==> src/rtl/core/ata_pkg.sv <==
package ata_pkg;

    localparam int NUM_ANCHORS = 5;
    localparam int MUL_A_W = 26;
    localparam int MUL_B_W = 18;
    localparam int MUL_P_W = MUL_A_W + MUL_B_W;
    localparam int DVS_W = 16;

    localparam logic [15:0] LN2_Q16 = 16'd45426;
    localparam logic [14:0] COUNT_MAX = 15'h7fff;

    // anchor widths and heights in pixels
    localparam logic [7:0] ANC_W [NUM_ANCHORS] = '{8'd130, 8'd211, 8'd153, 8'd125, 8'd97};
    localparam logic [8:0] ANC_H [NUM_ANCHORS] = '{9'd130, 9'd211, 9'd306, 9'd375, 9'd388};

    // anchor area in Q.8 square pixels
    localparam logic [23:0] ANC_AREA [NUM_ANCHORS] =
        '{24'd4326400, 24'd11397376, 24'd11985408, 24'd12000000, 24'd9634816};

    typedef struct packed {
        logic [MUL_A_W-1:0] a;
        logic [MUL_B_W-1:0] b;
    } mul_op_t;

    // log2 in Q.16 by repeated squaring, evaluated at elaboration only
    function automatic logic [19:0] log2q16(input int unsigned x);
        int unsigned e;
        longint unsigned m;
        logic [15:0] frac;
        e = 0;
        for (int i = 1; i < 17; i++)
        begin
            if (x >= (32'd1 << i))
                e = i;
        end
        m = longint'(x) << (30 - e);
        frac = '0;
        for (int b = 15; b >= 0; b--)
        begin
            m = (m * m) >> 30;
            if (m >= (64'd1 << 31))
            begin
                m = m >> 1;
                frac[b] = 1'b1;
            end
        end
        return {e[3:0], frac};
    endfunction

    localparam logic [19:0] LOG_AW [NUM_ANCHORS] =
        '{log2q16(2080), log2q16(3376), log2q16(2448), log2q16(2000), log2q16(1552)};
    localparam logic [19:0] LOG_AH [NUM_ANCHORS] =
        '{log2q16(2080), log2q16(3376), log2q16(4896), log2q16(6000), log2q16(6208)};

endpackage

==> src/rtl/core/ata_mul.sv <==
module ata_mul (
    input  logic                         clk,
    input  ata_pkg::mul_op_t             op,
    output logic [ata_pkg::MUL_P_W-1:0]  prod_reg
);
    import ata_pkg::*;

    always_ff @(posedge clk)
    begin
        prod_reg <= MUL_P_W'(op.a) * MUL_P_W'(op.b);
    end

endmodule

==> src/rtl/core/ata_div.sv <==
module ata_div #(
    parameter int DIVD_W = 28
) (
    input  logic                         clk,
    input  logic                         rst_n,
    input  logic                         start,
    input  logic [DIVD_W-1:0]            dividend,
    input  logic [ata_pkg::DVS_W-1:0]    divisor,
    output logic                         busy,
    output logic                         done,
    output logic [DIVD_W-1:0]            quotient,
    output logic [ata_pkg::DVS_W-1:0]    remainder
);
    import ata_pkg::*;

    localparam int CNT_W = (DIVD_W > 1) ? $clog2(DIVD_W) : 1;

    logic [DIVD_W-1:0] quo_reg;
    logic [DVS_W-1:0]  rem_reg;
    logic [DVS_W-1:0]  dvs_reg;
    logic [CNT_W-1:0]  cnt_reg;
    logic              busy_reg;
    logic              done_reg;
    logic [DVS_W:0]    shifted;
    logic              ge;

    assign shifted = {rem_reg, quo_reg[DIVD_W-1]};
    assign ge      = shifted >= {1'b0, dvs_reg};

    always_ff @(posedge clk or negedge rst_n)
    begin
        if (!rst_n)
        begin
            busy_reg <= 1'b0;
            done_reg <= 1'b0;
            cnt_reg  <= '0;
        end
        else if (start)
        begin
            busy_reg <= 1'b1;
            done_reg <= 1'b0;
            cnt_reg  <= CNT_W'(DIVD_W - 1);
        end
        else if (busy_reg)
        begin
            if (cnt_reg == '0)
            begin
                busy_reg <= 1'b0;
                done_reg <= 1'b1;
            end
            cnt_reg <= cnt_reg - 1'b1;
        end
        else
        begin
            done_reg <= 1'b0;
        end
    end

    // one restoring step per cycle
    always_ff @(posedge clk)
    begin
        if (start)
        begin
            quo_reg <= dividend;
            rem_reg <= '0;
            dvs_reg <= divisor;
        end
        else if (busy_reg)
        begin
            quo_reg <= {quo_reg[DIVD_W-2:0], ge};
            if (ge)
                rem_reg <= DVS_W'(shifted - {1'b0, dvs_reg});
            else
                rem_reg <= shifted[DVS_W-1:0];
        end
    end

    assign busy      = busy_reg;
    assign done      = done_reg;
    assign quotient  = quo_reg;
    assign remainder = rem_reg;

endmodule

==> src/rtl/core/anchor_target_assigner_top.sv <==
// Assigns a region-proposal training target to one score-map cell per item. The cell is
// mapped to an image point (stride CELL_STRIDE, half-stride offset, divided by image_scale),
// tested against the target's centre of mass, and for a positive cell the best of five
// fixed anchors by IoU is chosen and its centre offsets and log size ratios (Q4.12) are
// produced, with a running count of positives. Everything runs on one shared registered
// multiplier and one bit-per-cycle divider under a sequencer: an item takes two point
// divisions and a short distance test when the cell is not positive; a positive cell adds
// anchor matching, two offset divisions and two log evaluations. in_ready is high only
// between items; a finished item waits in the output register while the next one is
// accepted. Write configuration only while idle.
module anchor_target_assigner_top #(
    parameter int MAX_COLS    = 128,
    parameter int MAX_ROWS    = 128,
    parameter int CELL_STRIDE = 8
) (
    input  logic               clk,
    input  logic               rst_n,
    input  logic               cfg_we,
    input  logic [2:0]         cfg_index,
    input  logic [15:0]        cfg_data,
    input  logic               in_valid,
    output logic               in_ready,
    input  logic [6:0]         cell_col,
    input  logic [6:0]         cell_row,
    output logic               out_valid,
    input  logic               out_ready,
    output logic               is_positive,
    output logic [2:0]         best_anchor,
    output logic signed [15:0] offset_x,
    output logic signed [15:0] offset_y,
    output logic signed [15:0] log_width_ratio,
    output logic signed [15:0] log_height_ratio,
    output logic [14:0]        positive_total
);
    import ata_pkg::*;

    localparam int PC_W  = $clog2(127 * CELL_STRIDE + CELL_STRIDE / 2 + 1);
    localparam int PNT_W = PC_W + 16;
    localparam int DIV_W = (PNT_W > 28) ? PNT_W : 28;

    localparam logic [2:0] REG_LEFT   = 3'd0;
    localparam logic [2:0] REG_TOP    = 3'd1;
    localparam logic [2:0] REG_WIDTH  = 3'd2;
    localparam logic [2:0] REG_HEIGHT = 3'd3;
    localparam logic [2:0] REG_MCX    = 3'd4;
    localparam logic [2:0] REG_MCY    = 3'd5;
    localparam logic [2:0] REG_DLIM   = 3'd6;
    localparam logic [2:0] REG_SCALE  = 3'd7;

    typedef enum logic [25:0] {
        S_IDLE   = 26'b1 << 0,
        S_DIVX   = 26'b1 << 1,
        S_DIVY   = 26'b1 << 2,
        S_DIST   = 26'b1 << 3,
        S_DX2    = 26'b1 << 4,
        S_DY2    = 26'b1 << 5,
        S_LIM2   = 26'b1 << 6,
        S_TAREA  = 26'b1 << 7,
        S_OVL    = 26'b1 << 8,
        S_UNION  = 26'b1 << 9,
        S_X1     = 26'b1 << 10,
        S_X2     = 26'b1 << 11,
        S_X3     = 26'b1 << 12,
        S_X4     = 26'b1 << 13,
        S_X5     = 26'b1 << 14,
        S_PREOFF = 26'b1 << 15,
        S_OFFX   = 26'b1 << 16,
        S_OFFY   = 26'b1 << 17,
        S_LOGI   = 26'b1 << 18,
        S_SQA    = 26'b1 << 19,
        S_SQB    = 26'b1 << 20,
        S_SQC    = 26'b1 << 21,
        S_SQD    = 26'b1 << 22,
        S_LNMUL  = 26'b1 << 23,
        S_LNFIN  = 26'b1 << 24,
        S_DONE   = 26'b1 << 25
    } state_t;

    state_t state_reg, state_next;

    // configuration
    logic [15:0] tleft_reg, ttop_reg, twid_reg, thgt_reg;
    logic [15:0] mcx_reg, mcy_reg, dlim_reg, scale_reg;

    // working registers
    logic [6:0]        col_reg, row_reg;
    logic [PNT_W-1:0]  px_reg, py_reg;
    logic [61:0]       acc_reg, acc2_reg;
    logic [31:0]       tarea_reg;
    logic [2:0]        k_reg, best_reg;
    logic [24:0]       ov_reg, best_ov_reg;
    logic [32:0]       un_reg, best_un_reg;
    logic              best_valid_reg;
    logic              pos_reg;
    logic              neg_reg;
    logic              dneg_reg;
    logic              lsel_reg;
    logic [3:0]        e_reg, bit_reg;
    logic [30:0]       m_reg;
    logic [15:0]       frac_reg;
    logic [15:0]       offx_reg, offy_reg, logw_reg, logh_reg;
    logic [14:0]       cnt_reg, cnt_next;

    // output register
    logic              out_valid_reg;
    logic              out_pos_reg;
    logic [2:0]        out_best_reg;
    logic [15:0]       out_offx_reg, out_offy_reg, out_logw_reg, out_logh_reg;
    logic [14:0]       out_total_reg;

    // shared units
    mul_op_t             mul_op;
    logic [MUL_P_W-1:0]  prod;
    logic                div_start, div_busy, div_done;
    logic [DIV_W-1:0]    div_dividend, div_quo;
    logic [DVS_W-1:0]    div_divisor, div_rem;

    ata_mul u_mul (
        .clk      (clk),
        .op       (mul_op),
        .prod_reg (prod)
    );

    ata_div #(.DIVD_W(DIV_W)) u_div (
        .clk       (clk),
        .rst_n     (rst_n),
        .start     (div_start),
        .dividend  (div_dividend),
        .divisor   (div_divisor),
        .busy      (div_busy),
        .done      (div_done),
        .quotient  (div_quo),
        .remainder (div_rem)
    );

    function automatic logic [DIV_W-1:0] cell_num(input logic [6:0] c);
        return DIV_W'({PC_W'(int'(c) * CELL_STRIDE + CELL_STRIDE / 2), 16'd0});
    endfunction

    function automatic logic [15:0] sat_floor(input logic neg, input logic [DIV_W-1:0] q,
                                              input logic rnz);
        logic [DIV_W:0] mag;
        mag = {1'b0, q} + (DIV_W + 1)'(rnz);
        if (!neg)
            return (q > DIV_W'(32767)) ? 16'h7fff : q[15:0];
        else
            return (mag > (DIV_W + 1)'(32768)) ? 16'h8000 : 16'(~mag[15:0] + 16'd1);
    endfunction

    // ---------------------------------------------------------------- datapath logic
    logic        in_fire, out_load;
    logic [15:0] scale_eff;

    logic signed [PNT_W:0] dx, dy;
    logic [PNT_W:0]        adx, ady;
    logic                  far, grid_out;

    logic signed [20:0] px_s, py_s, hx, lx, hy, ly, ox_d, oy_d;
    logic [11:0]        ox;
    logic [12:0]        oy;
    logic [10:0]        aw8;
    logic [11:0]        ah8;

    logic [32:0] un_c;
    logic        valid_c, first_c, cross_c, better_u, last_k;
    logic [61:0] rhs_c;
    logic        better_x;

    logic [7:0]         wa_b;
    logic [8:0]         ha_b;
    logic signed [20:0] sx, sy;
    logic [28:0]        nx, ny;
    logic [27:0]        magx, magy;

    logic [15:0] lx_val;
    logic [3:0]  e_c;
    logic [30:0] m_c;
    logic [61:0] sq_sum;
    logic [31:0] mn;

    logic [19:0] lc;
    logic [20:0] dl;
    logic [19:0] dmag;
    logic [37:0] sv;
    logic [37:0] sr;
    logic signed [17:0] rq;
    logic [15:0] ln_res;

    assign in_ready  = (state_reg == S_IDLE);
    assign in_fire   = in_valid && in_ready;
    assign out_load  = (state_reg == S_DONE) && (!out_valid_reg || out_ready);
    assign scale_eff = (scale_reg == 16'd0) ? 16'd1 : scale_reg;

    assign dx  = $signed({{(PNT_W - 15){1'b0}}, mcx_reg}) - $signed({1'b0, px_reg});
    assign dy  = $signed({{(PNT_W - 15){1'b0}}, mcy_reg}) - $signed({1'b0, py_reg});
    assign adx = dx[PNT_W] ? (PNT_W + 1)'(-dx) : dx;
    assign ady = dy[PNT_W] ? (PNT_W + 1)'(-dy) : dy;
    assign far = (|adx[PNT_W:16]) || (|ady[PNT_W:16]);
    assign grid_out = ({4'd0, col_reg} >= 11'(MAX_COLS)) || ({4'd0, row_reg} >= 11'(MAX_ROWS));

    // overlap of anchor k with the target; the point is below 2^18 once positive
    assign aw8  = {ANC_W[k_reg], 3'd0};
    assign ah8  = {ANC_H[k_reg], 3'd0};
    assign px_s = $signed({3'd0, px_reg[17:0]});
    assign py_s = $signed({3'd0, py_reg[17:0]});

    always_comb
    begin
        logic signed [20:0] tr, tb, ar, al, ab, at;
        tr = $signed(21'({5'd0, tleft_reg}) + 21'({5'd0, twid_reg}));
        tb = $signed(21'({5'd0, ttop_reg}) + 21'({5'd0, thgt_reg}));
        ar = px_s + $signed({10'd0, aw8});
        al = px_s - $signed({10'd0, aw8});
        ab = py_s + $signed({9'd0, ah8});
        at = py_s - $signed({9'd0, ah8});
        hx = (tr < ar) ? tr : ar;
        lx = ($signed({5'd0, tleft_reg}) > al) ? $signed({5'd0, tleft_reg}) : al;
        hy = (tb < ab) ? tb : ab;
        ly = ($signed({5'd0, ttop_reg}) > at) ? $signed({5'd0, ttop_reg}) : at;
        ox_d = hx - lx;
        oy_d = hy - ly;
    end

    assign ox = (ox_d > 21'sd0) ? ox_d[11:0] : 12'd0;
    assign oy = (oy_d > 21'sd0) ? oy_d[12:0] : 13'd0;

    assign un_c    = 33'(tarea_reg) + 33'(ANC_AREA[k_reg]) - 33'(prod[24:0]);
    assign valid_c = un_c >= 33'd3;
    assign first_c = (k_reg == 3'd0);
    assign cross_c = !first_c && valid_c && best_valid_reg;
    assign better_u = first_c || (valid_c && !best_valid_reg);
    assign last_k  = (k_reg == 3'(NUM_ANCHORS - 1));
    assign rhs_c   = acc2_reg + (62'(prod[41:0]) << 17);
    assign better_x = acc_reg > rhs_c;

    // offset numerators: 2*(2*edge + size - 2*point)*128 + anchor, over 2*anchor
    assign wa_b = ANC_W[best_reg];
    assign ha_b = ANC_H[best_reg];
    assign sx = $signed({4'd0, tleft_reg, 1'b0}) + $signed({5'd0, twid_reg})
              - $signed({2'd0, px_reg[17:0], 1'b0});
    assign sy = $signed({4'd0, ttop_reg, 1'b0}) + $signed({5'd0, thgt_reg})
              - $signed({2'd0, py_reg[17:0], 1'b0});
    assign nx = {sx, 8'd0} + 29'(wa_b);
    assign ny = {sy, 8'd0} + 29'(ha_b);
    assign magx = nx[28] ? 28'(~nx + 29'd1) : nx[27:0];
    assign magy = ny[28] ? 28'(~ny + 29'd1) : ny[27:0];

    // log2 set-up and squaring
    assign lx_val = lsel_reg ? thgt_reg : twid_reg;

    always_comb
    begin
        e_c = 4'd0;
        for (int i = 1; i < 16; i++)
        begin
            if (lx_val[i])
                e_c = 4'(i);
        end
    end

    assign m_c    = {lx_val, 15'd0} << (4'd15 - e_c);
    assign sq_sum = acc_reg + 62'(prod[29:0]);
    assign mn     = sq_sum[61:30];

    assign lc   = lsel_reg ? LOG_AH[best_reg] : LOG_AW[best_reg];
    assign dl   = {1'b0, e_reg, frac_reg} - {1'b0, lc};
    assign dmag = dl[20] ? 20'(-dl) : dl[19:0];
    assign sv   = dneg_reg ? 38'(-{2'd0, prod[35:0]}) : {2'd0, prod[35:0]};
    assign sr   = sv + 38'd524288;
    assign rq   = $signed(sr[37:20]);
    assign ln_res = (rq > 18'sd32767) ? 16'h7fff :
                    (rq < -18'sd32768) ? 16'h8000 : rq[15:0];

    assign cnt_next = (pos_reg && cnt_reg != COUNT_MAX) ? cnt_reg + 15'd1 : cnt_reg;

    // ---------------------------------------------------------------- shared unit operands
    always_comb
    begin
        mul_op = '0;
        unique case (state_reg)
            S_DIST:  mul_op = '{a: MUL_A_W'(adx[15:0]), b: MUL_B_W'(adx[15:0])};
            S_DX2:   mul_op = '{a: MUL_A_W'(ady[15:0]), b: MUL_B_W'(ady[15:0])};
            S_DY2:   mul_op = '{a: MUL_A_W'(dlim_reg), b: MUL_B_W'(dlim_reg)};
            S_LIM2:  mul_op = '{a: MUL_A_W'(twid_reg), b: MUL_B_W'(thgt_reg)};
            S_OVL:   mul_op = '{a: MUL_A_W'(ox), b: MUL_B_W'(oy)};
            S_X1:    mul_op = '{a: MUL_A_W'(ov_reg), b: MUL_B_W'(best_un_reg[16:0])};
            S_X2:    mul_op = '{a: MUL_A_W'(ov_reg), b: MUL_B_W'(best_un_reg[32:17])};
            S_X3:    mul_op = '{a: MUL_A_W'(best_ov_reg), b: MUL_B_W'(un_reg[16:0])};
            S_X4:    mul_op = '{a: MUL_A_W'(best_ov_reg), b: MUL_B_W'(un_reg[32:17])};
            S_SQA:   mul_op = '{a: MUL_A_W'(m_reg[30:15]), b: MUL_B_W'(m_reg[30:15])};
            S_SQB:   mul_op = '{a: MUL_A_W'(m_reg[30:15]), b: MUL_B_W'(m_reg[14:0])};
            S_SQC:   mul_op = '{a: MUL_A_W'(m_reg[14:0]), b: MUL_B_W'(m_reg[14:0])};
            S_LNMUL: mul_op = '{a: MUL_A_W'(dmag), b: MUL_B_W'(LN2_Q16)};
            default: mul_op = '0;
        endcase
    end

    always_comb
    begin
        div_start    = 1'b0;
        div_dividend = cell_num(cell_col);
        div_divisor  = scale_eff;
        unique case (state_reg)
            S_IDLE:
            begin
                div_start = in_fire;
            end
            S_DIVX:
            begin
                div_start    = div_done;
                div_dividend = cell_num(row_reg);
            end
            S_PREOFF:
            begin
                div_start    = 1'b1;
                div_dividend = DIV_W'(magx);
                div_divisor  = {7'd0, wa_b, 1'b0};
            end
            S_OFFX:
            begin
                div_start    = div_done;
                div_dividend = DIV_W'(magy);
                div_divisor  = {6'd0, ha_b, 1'b0};
            end
            default: ;
        endcase
    end

    // ---------------------------------------------------------------- sequencer
    always_comb
    begin
        state_next = state_reg;
        unique case (state_reg)
            S_IDLE:   if (in_fire) state_next = S_DIVX;
            S_DIVX:   if (div_done) state_next = S_DIVY;
            S_DIVY:   if (div_done) state_next = S_DIST;
            S_DIST:   state_next = (far || grid_out) ? S_DONE : S_DX2;
            S_DX2:    state_next = S_DY2;
            S_DY2:    state_next = S_LIM2;
            S_LIM2:   state_next = (acc_reg > 62'(prod[31:0])) ? S_DONE : S_TAREA;
            S_TAREA:  state_next = S_OVL;
            S_OVL:    state_next = S_UNION;
            S_UNION:
            begin
                if (cross_c)
                    state_next = S_X1;
                else
                    state_next = last_k ? S_PREOFF : S_OVL;
            end
            S_X1:     state_next = S_X2;
            S_X2:     state_next = S_X3;
            S_X3:     state_next = S_X4;
            S_X4:     state_next = S_X5;
            S_X5:     state_next = last_k ? S_PREOFF : S_OVL;
            S_PREOFF: state_next = S_OFFX;
            S_OFFX:   if (div_done) state_next = S_OFFY;
            S_OFFY:   if (div_done) state_next = S_LOGI;
            S_LOGI:
            begin
                if (lx_val != 16'd0)
                    state_next = S_SQA;
                else if (lsel_reg)
                    state_next = S_DONE;
            end
            S_SQA:    state_next = S_SQB;
            S_SQB:    state_next = S_SQC;
            S_SQC:    state_next = S_SQD;
            S_SQD:    state_next = (bit_reg == 4'd0) ? S_LNMUL : S_SQA;
            S_LNMUL:  state_next = S_LNFIN;
            S_LNFIN:  state_next = lsel_reg ? S_DONE : S_LOGI;
            S_DONE:   if (out_load) state_next = S_IDLE;
            default:  state_next = S_IDLE;
        endcase
    end

    always_ff @(posedge clk or negedge rst_n)
    begin
        if (!rst_n)
        begin
            state_reg     <= S_IDLE;
            out_valid_reg <= 1'b0;
            cnt_reg       <= '0;
            tleft_reg     <= '0;
            ttop_reg      <= '0;
            twid_reg      <= '0;
            thgt_reg      <= '0;
            mcx_reg       <= '0;
            mcy_reg       <= '0;
            dlim_reg      <= '0;
            scale_reg     <= 16'd4096;
        end
        else
        begin
            state_reg <= state_next;
            if (out_load)
            begin
                out_valid_reg <= 1'b1;
                cnt_reg       <= cnt_next;
            end
            else if (out_ready)
            begin
                out_valid_reg <= 1'b0;
            end
            if (cfg_we)
            begin
                unique case (cfg_index)
                    REG_LEFT:   tleft_reg <= cfg_data;
                    REG_TOP:    ttop_reg  <= cfg_data;
                    REG_WIDTH:  twid_reg  <= cfg_data;
                    REG_HEIGHT: thgt_reg  <= cfg_data;
                    REG_MCX:    mcx_reg   <= cfg_data;
                    REG_MCY:    mcy_reg   <= cfg_data;
                    REG_DLIM:   dlim_reg  <= cfg_data;
                    REG_SCALE:  scale_reg <= cfg_data;
                    default: ;
                endcase
            end
        end
    end

    // ---------------------------------------------------------------- working registers
    always_ff @(posedge clk)
    begin
        unique case (state_reg)
            S_IDLE:
            begin
                if (in_fire)
                begin
                    col_reg <= cell_col;
                    row_reg <= cell_row;
                    pos_reg <= 1'b1;
                end
            end
            S_DIVX:
            begin
                if (div_done)
                    px_reg <= div_quo[PNT_W-1:0];
            end
            S_DIVY:
            begin
                if (div_done)
                    py_reg <= div_quo[PNT_W-1:0];
            end
            S_DIST:
            begin
                if (far || grid_out)
                    pos_reg <= 1'b0;
            end
            S_DX2:
            begin
                acc_reg <= 62'(prod[31:0]);
            end
            S_DY2:
            begin
                acc_reg <= acc_reg + 62'(prod[31:0]);
            end
            S_LIM2:
            begin
                if (acc_reg > 62'(prod[31:0]))
                    pos_reg <= 1'b0;
            end
            S_TAREA:
            begin
                tarea_reg <= prod[31:0];
                k_reg     <= 3'd0;
            end
            S_UNION:
            begin
                ov_reg <= prod[24:0];
                un_reg <= un_c;
                if (!cross_c)
                begin
                    if (better_u)
                    begin
                        best_reg       <= k_reg;
                        best_valid_reg <= valid_c;
                        best_ov_reg    <= prod[24:0];
                        best_un_reg    <= valid_c ? un_c : 33'd1;
                    end
                    k_reg <= k_reg + 3'd1;
                end
            end
            S_X2:
            begin
                acc_reg <= 62'(prod[41:0]);
            end
            S_X3:
            begin
                acc_reg <= acc_reg + (62'(prod[41:0]) << 17);
            end
            S_X4:
            begin
                acc2_reg <= 62'(prod[41:0]);
            end
            S_X5:
            begin
                // strict greater replaces, so the earlier anchor keeps a tie
                if (better_x)
                begin
                    best_reg       <= k_reg;
                    best_valid_reg <= 1'b1;
                    best_ov_reg    <= ov_reg;
                    best_un_reg    <= un_reg;
                end
                k_reg <= k_reg + 3'd1;
            end
            S_PREOFF:
            begin
                neg_reg <= nx[28];
            end
            S_OFFX:
            begin
                if (div_done)
                begin
                    offx_reg <= sat_floor(neg_reg, div_quo, div_rem != '0);
                    neg_reg  <= ny[28];
                end
            end
            S_OFFY:
            begin
                if (div_done)
                begin
                    offy_reg <= sat_floor(neg_reg, div_quo, div_rem != '0);
                    lsel_reg <= 1'b0;
                end
            end
            S_LOGI:
            begin
                if (lx_val == 16'd0)
                begin
                    if (lsel_reg)
                        logh_reg <= 16'h8000;
                    else
                        logw_reg <= 16'h8000;
                    lsel_reg <= 1'b1;
                end
                else
                begin
                    e_reg    <= e_c;
                    m_reg    <= m_c;
                    frac_reg <= '0;
                    bit_reg  <= 4'd15;
                end
            end
            S_SQB:
            begin
                acc_reg <= 62'(prod[31:0]) << 30;
            end
            S_SQC:
            begin
                acc_reg <= acc_reg + (62'(prod[30:0]) << 16);
            end
            S_SQD:
            begin
                // renormalise the mantissa and take one fraction bit
                if (mn[31])
                begin
                    m_reg              <= mn[31:1];
                    frac_reg[bit_reg]  <= 1'b1;
                end
                else
                begin
                    m_reg <= mn[30:0];
                end
                bit_reg <= bit_reg - 4'd1;
            end
            S_LNMUL:
            begin
                dneg_reg <= dl[20];
            end
            S_LNFIN:
            begin
                if (lsel_reg)
                    logh_reg <= ln_res;
                else
                    logw_reg <= ln_res;
                lsel_reg <= 1'b1;
            end
            default: ;
        endcase
    end

    always_ff @(posedge clk)
    begin
        if (out_load)
        begin
            out_pos_reg   <= pos_reg;
            out_best_reg  <= pos_reg ? best_reg : 3'd0;
            out_offx_reg  <= pos_reg ? offx_reg : 16'd0;
            out_offy_reg  <= pos_reg ? offy_reg : 16'd0;
            out_logw_reg  <= pos_reg ? logw_reg : 16'd0;
            out_logh_reg  <= pos_reg ? logh_reg : 16'd0;
            out_total_reg <= cnt_next;
        end
    end

    assign out_valid        = out_valid_reg;
    assign is_positive      = out_pos_reg;
    assign best_anchor      = out_best_reg;
    assign offset_x         = out_offx_reg;
    assign offset_y         = out_offy_reg;
    assign log_width_ratio  = out_logw_reg;
    assign log_height_ratio = out_logh_reg;
    assign positive_total   = out_total_reg;

    // ---------------------------------------------------------------- assertions
    a_best_range: assert property (@(posedge clk) disable iff (!rst_n)
        out_valid |-> (best_anchor < 3'(NUM_ANCHORS)))
        else $error("best anchor out of range");

    a_neg_zero: assert property (@(posedge clk) disable iff (!rst_n)
        (out_valid && !is_positive) |->
            (best_anchor == 3'd0 && offset_x == 16'sd0 && offset_y == 16'sd0 &&
             log_width_ratio == 16'sd0 && log_height_ratio == 16'sd0))
        else $error("negative item carries targets");

    a_cnt_mono: assert property (@(posedge clk) disable iff (!rst_n)
        out_load |=> (cnt_reg == $past(cnt_next)) && (cnt_reg >= $past(cnt_reg)))
        else $error("positive count went backwards");

    a_div_idle: assert property (@(posedge clk) disable iff (!rst_n)
        div_start |-> !div_busy)
        else $error("divider restarted while busy");

    a_ready_idle: assert property (@(posedge clk) disable iff (!rst_n)
        in_fire |=> (state_reg == S_DIVX) && div_busy)
        else $error("accepted item did not start the point division");

endmodule

==> config.mk <==
export PLATFORM = sky130hd
export DESIGN_NAME = anchor_target_assigner_top
export DESIGN_NICKNAME = d
export VERILOG_FILES = /design/src/rtl/core/ata_pkg.sv /design/src/rtl/core/ata_mul.sv /design/src/rtl/core/ata_div.sv /design/src/rtl/core/anchor_target_assigner_top.sv
export SDC_FILE = /design/constraint.sdc
export NUM_CORES = 2
export LEC_CHECK = 0
export ABC_AREA = 1
export BUFFER_PORTS_ARGS = -buffer_cell sky130_fd_sc_hd__buf_2
export CORE_MARGIN = 1
export CORE_UTILIZATION = 43
export DETAILED_ROUTE_END_ITERATION = 6
export PLACE_DENSITY_LB_ADDON = 0.08
export SLEW_MARGIN = 20
export SYNTH_ARGS = -nofsm -noshare
export SYNTH_HDL_FRONTEND = slang
export SYNTH_SLANG_ARGS = --single-unit
==> constraint.sdc <==
create_clock -name clk -period 13 [get_ports clk]
set_input_delay 0.65 -clock clk [delete_from_list [all_inputs] [get_ports clk]]
set_output_delay 0.65 -clock clk [all_outputs]
set_load 0.05 [all_outputs]
# Yosys cells after proc, flatten, opt, wreduce, memory -nomap -nowiden
# Memory sizes are Yosys's and may differ from the RTL's.
# Cells that the tools add are included.
totals:
  ff_bits: 803
  rom_bits: 784
  wordCells: 367
  n_memories: 7
op_classes:
  add_sub_neg: 41
  multipliers: 1
  order_cmp: 18
  eq_ne: 55
  shifts: 1
  n_mux: 129
  bitwise: 7
  reduce_logical: 58
mem_list:
  columns: ["memory", "words", "width", "rd", "rd_ports_with_merged_regs", "wr", "line", "text"]
  rows:
  - ["(no name shown)", 8, 24, 1, 0, 0, "anchor_target_assigner_top.sv:227", "assign un_c = 33'(tarea_reg) + 33'(ANC_AREA[k_reg]) - 33'(prod[24:0]);"]
  - ["(no name shown)", 8, 20, 1, 0, 0, "anchor_target_assigner_top.sv:265", "assign lc = lsel_reg ? LOG_AH[best_reg] : LOG_AW[best_reg];"]
  - ["(no name shown)", 8, 20, 1, 0, 0, "anchor_target_assigner_top.sv:265", null]
  - ["(no name shown)", 8, 9, 1, 0, 0, "anchor_target_assigner_top.sv:238", "assign ha_b = ANC_H[best_reg];"]
  - ["(no name shown)", 8, 9, 1, 0, 0, "anchor_target_assigner_top.sv:203", "assign ah8 = {ANC_H[k_reg], 3'd0};"]
  - ["(no name shown)", 8, 8, 1, 0, 0, "anchor_target_assigner_top.sv:237", "assign wa_b = ANC_W[best_reg];"]
  - ["1 more memories", null, null, null, null, null, null, null]
ops:
  columns: ["operator", "count"]
  rows:
  - ["case mux 26 bit (26 select lines)", 1]
  - ["case mux 43 bit (13 select lines)", 1]
  - ["case mux 62 bit (6 select lines)", 1]
  - ["2-to-1 mux 16 bit", 18]
  - ["2-to-1 mux 26 bit", 11]
  - ["2-to-1 mux 33 bit", 4]
  - ["case mux 16 bit (2 select lines)", 4]
  - ["2-to-1 mux 20 bit", 6]
  - ["2-to-1 mux 28 bit", 4]
  - ["case mux 28 bit (3 select lines)", 1]
  - ["2-to-1 mux 25 bit", 3]
  - ["2-to-1 mux 24 bit", 3]
  - ["case mux 33 bit (2 select lines)", 1]
  - ["adder 62 x 30 -> 62 bit", 1]
  - ["adder 62 x 32 -> 62 bit", 1]
  - ["adder 62 x 47 -> 62 bit", 1]
  - ["adder 62 x 59 -> 62 bit", 1]
  - ["greater-than comparator 62 x 32 -> 1 bit", 1]
  - ["greater-than comparator 62 x 60 -> 1 bit", 1]
  - ["2-to-1 mux 31 bit", 2]
  - ["case mux 31 bit (2 select lines)", 1]
  - ["adder 42 x 59 -> 60 bit", 1]
  - ["2-to-1 mux 4 bit", 15]
  - ["adder 28 x 1 -> 28 bit (second input constant)", 2]
  - ["115 further kinds", 225]

# Longest topological paths before layout
logic_depth:
  ltp_word: 20
  mapped_depth: 79
  ltp_nobuf: 76

# Hierarchy
# From an unflattened synthesis, not the netlist that was laid out.
hier_totals:
  hier_cells: 11748
  area_unflattened_um2: 85050.3
modules_own_cells:
  columns: ["mod", "n_inst", "cells_per_inst", "area_each_um2", "seq_area_each_um2"]
  rows:
  - ["anchor_target_assigner_top", 1, 8941, 64176.6, 19991.7]
  - ["ata_mul", 1, 2311, 17023.8, 880.8]
  - ["ata_div", 1, 496, 3849.9, 1816.7]

# Worst setup path after synthesis
# No wires, ideal clock.
synth_timing:
  kind: "register to register"
  start: "reg k_reg[2]"
  end: "reg u_mul.prod_reg[31] (netlist bit)"
  setup_ns: 0.120
  arrival_time_ns: 11.446
  setup_slack_ns: 1.434
  path_stages_with_launch: 70
  path_buffers: 4
  cell_sequence: "edfxtp_1 -> clkbuf_1 -> inv_1 -> ha_1 -> inv_1 -> ha_1 -> buf_2 -> o31ai_2 -> a21oi_1 -> o21ai_1 -> a21oi_1 -> o21bai_1 -> a21oi_1 -> nor2_1 -> nand3_1 -> xor2_1 -> ha_1 -> inv_1 -> (+34 left out) -> fa_1 -> inv_1 -> fa_1 -> fa_1 -> inv_1 -> fa_1 -> inv_1 -> ha_1 -> nand2_1 -> nor2_1 -> inv_1 -> nor3_1 -> a21oi_1 -> o21ai_0 -> a21oi_1 -> o21ai_0 -> a31oi_1 -> xnor2_1"
synth_between:
  elab_chain_cells: 12
synth_lines:
  columns: ["item", "line", "text"]
  rows:
  - ["start: declaration", "anchor_target_assigner_top.sv:90", "logic [2:0] k_reg, best_reg;"]
  - ["start signal: assignment", "anchor_target_assigner_top.sv:480", "k_reg <= k_reg + 3'd1;"]
  - ["start signal: assignment", "anchor_target_assigner_top.sv:505", "k_reg <= k_reg + 3'd1;"]
  - ["inverter 3 -> 4 bit (not written as such) (*)", "anchor_target_assigner_top.sv:202, anchor_target_assigner_top.sv:203", null]
  - ["memory (8 x 8 bit) / memory (8 x 9 bit) (equally long branches)", null, null]
  - ["2-to-1 mux 8 bit (not written as such) / 2-to-1 mux 9 bit (equally long branches) (2 in series)", "anchor_target_assigner_top.sv:202, anchor_target_assigner_top.sv:203", null]
  - ["adder 18 x 11 -> 19 bit, or another cell as far along", "anchor_target_assigner_top.sv:212", "ar = px_s + $signed({10'd0, aw8});"]
  - ["< comparator 17 x 19 -> 1 bit, or another cell as far along", "anchor_target_assigner_top.sv:216", "hx = (tr < ar) ? tr : ar;"]
  - ["2-to-1 mux 19 bit, or another cell as far along", "anchor_target_assigner_top.sv:216", null]
  - ["subtractor 20 x 21 -> 21 bit, on equally long branches", "anchor_target_assigner_top.sv:220, anchor_target_assigner_top.sv:221", null]
  - ["greater-than comparator 21 x 1 -> 1 bit, on equally long branches", "anchor_target_assigner_top.sv:224, anchor_target_assigner_top.sv:225", null]
  - ["2-to-1 mux 12 bit / 2-to-1 mux 13 bit (equally long branches)", "anchor_target_assigner_top.sv:224, anchor_target_assigner_top.sv:225", null]
  - ["case mux 43 bit (13 select lines) (*)", "anchor_target_assigner_top.sv:280", "unique case (state_reg)"]
  - ["multiplier 25 x 18 -> 42 bit (*)", "ata_mul.sv:10", "prod_reg <= MUL_P_W'(op.a) * MUL_P_W'(op.b);"]
  - ["end signal: assignment", "ata_mul.sv:10", null]
  - ["end: declaration", "ata_mul.sv:4", "output logic [ata_pkg::MUL_P_W-1:0] prod_reg"]
# Mark *: on every way between the ends. The rest lies on a longest branch, timed or not. The select of a mux whose other input is x is not followed.
# A chain may end at the register's enable or synchronous reset.

# Final worst setup path
layout_timing:
  start: "reg k_reg[2]"
  end: "reg u_mul.prod_reg[36] (netlist bit)"
# Same word-level chain as after synthesis.

==> metrics.txt <==
DR iter-0 viols=6,603; Die ar.=195,000 um2; element type at the critical path end=flop; Mapped Area=82,900 um2; CTS tree=built; Top FF cell, synth=edfxtp_1; routed length per instance=25.4 um; slew margin rel.=19.7%; clock latency at the later pin of the worst-skew pair=0.78 ns; failing checks=design-rule violations; Startpoint Class=flop; Max IR drop VDD=148 uV; synth warn=0; Final Cycle Share=95.2%; fin nets=12,429; Non-Filler Cell Area, Final=91,900 um2; DP Worst Slack=0.177 ns; WP data arrival=13.02 ns; crit path buf inv count=11; fraction of synthesized cell area in xor and xnor cells=4.30%; non-filler cells, final=13,889; final hold viol count=0; status=finished, violations left; Hold Path Class=input pin to flop; fraction of registers with async set/reset=22.0%; data required time of the worst path=13.64 ns; DRC=1; I/O Buffers=122; most frequent cells in the layout=nand2_1, inv_1, nor2_1, ha_1, o21ai_0; register area=22,700 um2; WHS=0.0607 ns; first-pass GRT wire length=507,000 um; PwrDens=114 nW/um2; Site Rows=160; main combinational cell family by area after synthesis=simple AND/OR/NAND/NOR gates; LEAKAGE=45.1 nW; compound-gate portion of the synthesized area=13.6%; Mean Syn Cell Area=7.55 um2; cell family with most CP delay=adder cells; simple-gate area share of the yosys netlist=23.7%; CP max-delay cell=fa_1; crit path kind=flop to flop; Yosys cell types=105; clk root buf=clkbuf_16; worst slew pin tran=1.20 ns; setup ws final=0.624 ns; Antenna Violating Nets Remaining=0; Post-synth EDFFs=568; Die Wd=441 um; I/O pins=123; setup total negative slack=0 ns; Multi-input gate area=52,000 um2; Reg clk slew, reported paths=0.06 ns; Core Box Area=191,000 um2; fmax=80.8 MHz; synthesized instance count=10,989; number of CTS-inserted buffers=100; area share of fa/ha/maj cells after synthesis=20.4%; via-per-instance ratio=5.59; fillers=19,276; layout cell share with drive strength beyond 1=9.74%; Starting Density=43.5%; DP HPWL=285,000 um; GRT overflow=0; DIE HEIGHT=441 um; drt first pass iters=7; vias in the first global route=75,647; register bit total from synthesis=803; clock buffer depth=3; placed cell count=13,657; max_cap viols=0; Syn-to-layout area delta=10.8%; H-tree Lvls=3; crit path time final=12.38 ns; final wirelength=352,000 um; antenna violations before repair=21; commonest non-fill, non-tap cell in the layout=nand2_1; largest net degree at the start of global routing=82; cell mode on critical path=nand2_1; via count=77,572; worst-path fanout max=14; sequential fraction of the synthesis area=27.3%; mux cell area share after synthesis=0.0362%; max reg flops=62; # clock sinks=803; Post-Place Cell Area=87,700 um2; Final Slew Violations=0; Total GRT Usage=35.7%; Worst path max stage delay=0.59 ns; Fin Clk Skew=0.0615 ns; Final setup viols=0; gp weighted congestion=1.05
## cells in the mapped netlist (164+ instances only)
master / instances / area share [%]
ha_1: 694 / 10
o21ai_0: 685 / 4.1
nand2_1: 2339 / 11
nand3_1: 509 / 3.1
inv_1: 1935 / 8.8
a21oi_1: 680 / 4.1
fa_1: 410 / 9.9
dfrtp_1: 175 / 5.3
nand4_1: 164 / 1.2
edfxtp_1: 568 / 21
nor2_1: 941 / 4.3
xor2_1: 285 / 3.0
## worst reg2reg max path: cells and delay by family (launching register included)
kind            cells  cell delay [ns]
fa+ha+maj          11             4.68
buf+inv            11             1.53
simple gates       20             2.35
compound gates     16             2.67
flops               1             0.47
xor+xnor            3             0.55
## per-stage QoR
| step | power, mW | util, % |
|---|---|---|
| after floorplan | 5.83 | - |
| after CTS | 10.4 | 47.8 |
| final | 10.5 | 48.2 |
| after global routing | 11.0 | 48.1 |
| after detailed placement | 7.37 | 45.9 |
| after global placement | 7.37 | 45.9 |
## report_power, final
| part | leakage [nW] | total (mW) | switching (mW) | internal [mW] |
|---|---|---|---|---|
| sequential | 7.73 | 3.28 | 0.323 | 2.96 |
| combinational | 35.7 | 4.21 | 2.80 | 1.41 |
| clock | 1.67 | 2.98 | 1.28 | 1.71 |
| total | 45.1 | 10.5 | 4.40 | 6.08 |
## final cells by class
type	instances	share of cell area, %
antenna	7	0.0191
clock buffer	125	2.94
clock inverter	61	0.824
inverter	2025	8.31
multi-input combinational	7941	56.6
sequential	803	24.7
tap	2511	3.42
timing repair buffer	416	3.26
## final timing paths
check,startpoint,endpoint,slack [ns],cells after the start
worst max-delay path,k_reg[2],u_mul.prod_reg[36],0.62,61
worst min-delay path,cell_row[4],row_reg[4],0.06,1
worst max register to register,k_reg[2],u_mul.prod_reg[36],0.62,61
worst min register to register,dlim_reg[10],dlim_reg[10],0.49,2
max in group asynchronous,rst_n,u_div.cnt_reg[3],11.13,3
min in group asynchronous,rst_n,dlim_reg[12],0.45,2
## logic make-up after synthesis
kind of cell	after synthesis
simple gates	4499
mux	3
compound gates	1927
other cells	2
xor+xnor	396
fa+ha+maj	1104
flops	803
buf+inv	2255
## per-layer routing
layer,vias to the layer above,share of wire [%],track usage (%)
met2,2817,47,59.3
met5,-,0.029,0
met3,720,6.0,4.91
li1,36513,-,-
met4,14,7.2,21.9
met1,37508,40,43.8
## what timing repair did
| item | CTS | global route |
|---|---|---|
| endpoints found under the hold margin | 66 | 0 |
| resized for setup | 0 | 118 |
| hold buffers | 1 | 0 |
| setup endpoints to repair | 0 | 26 |
| setup buffers | 0 | 34 |
Note: power is estimated with default switching activity, not from simulation.
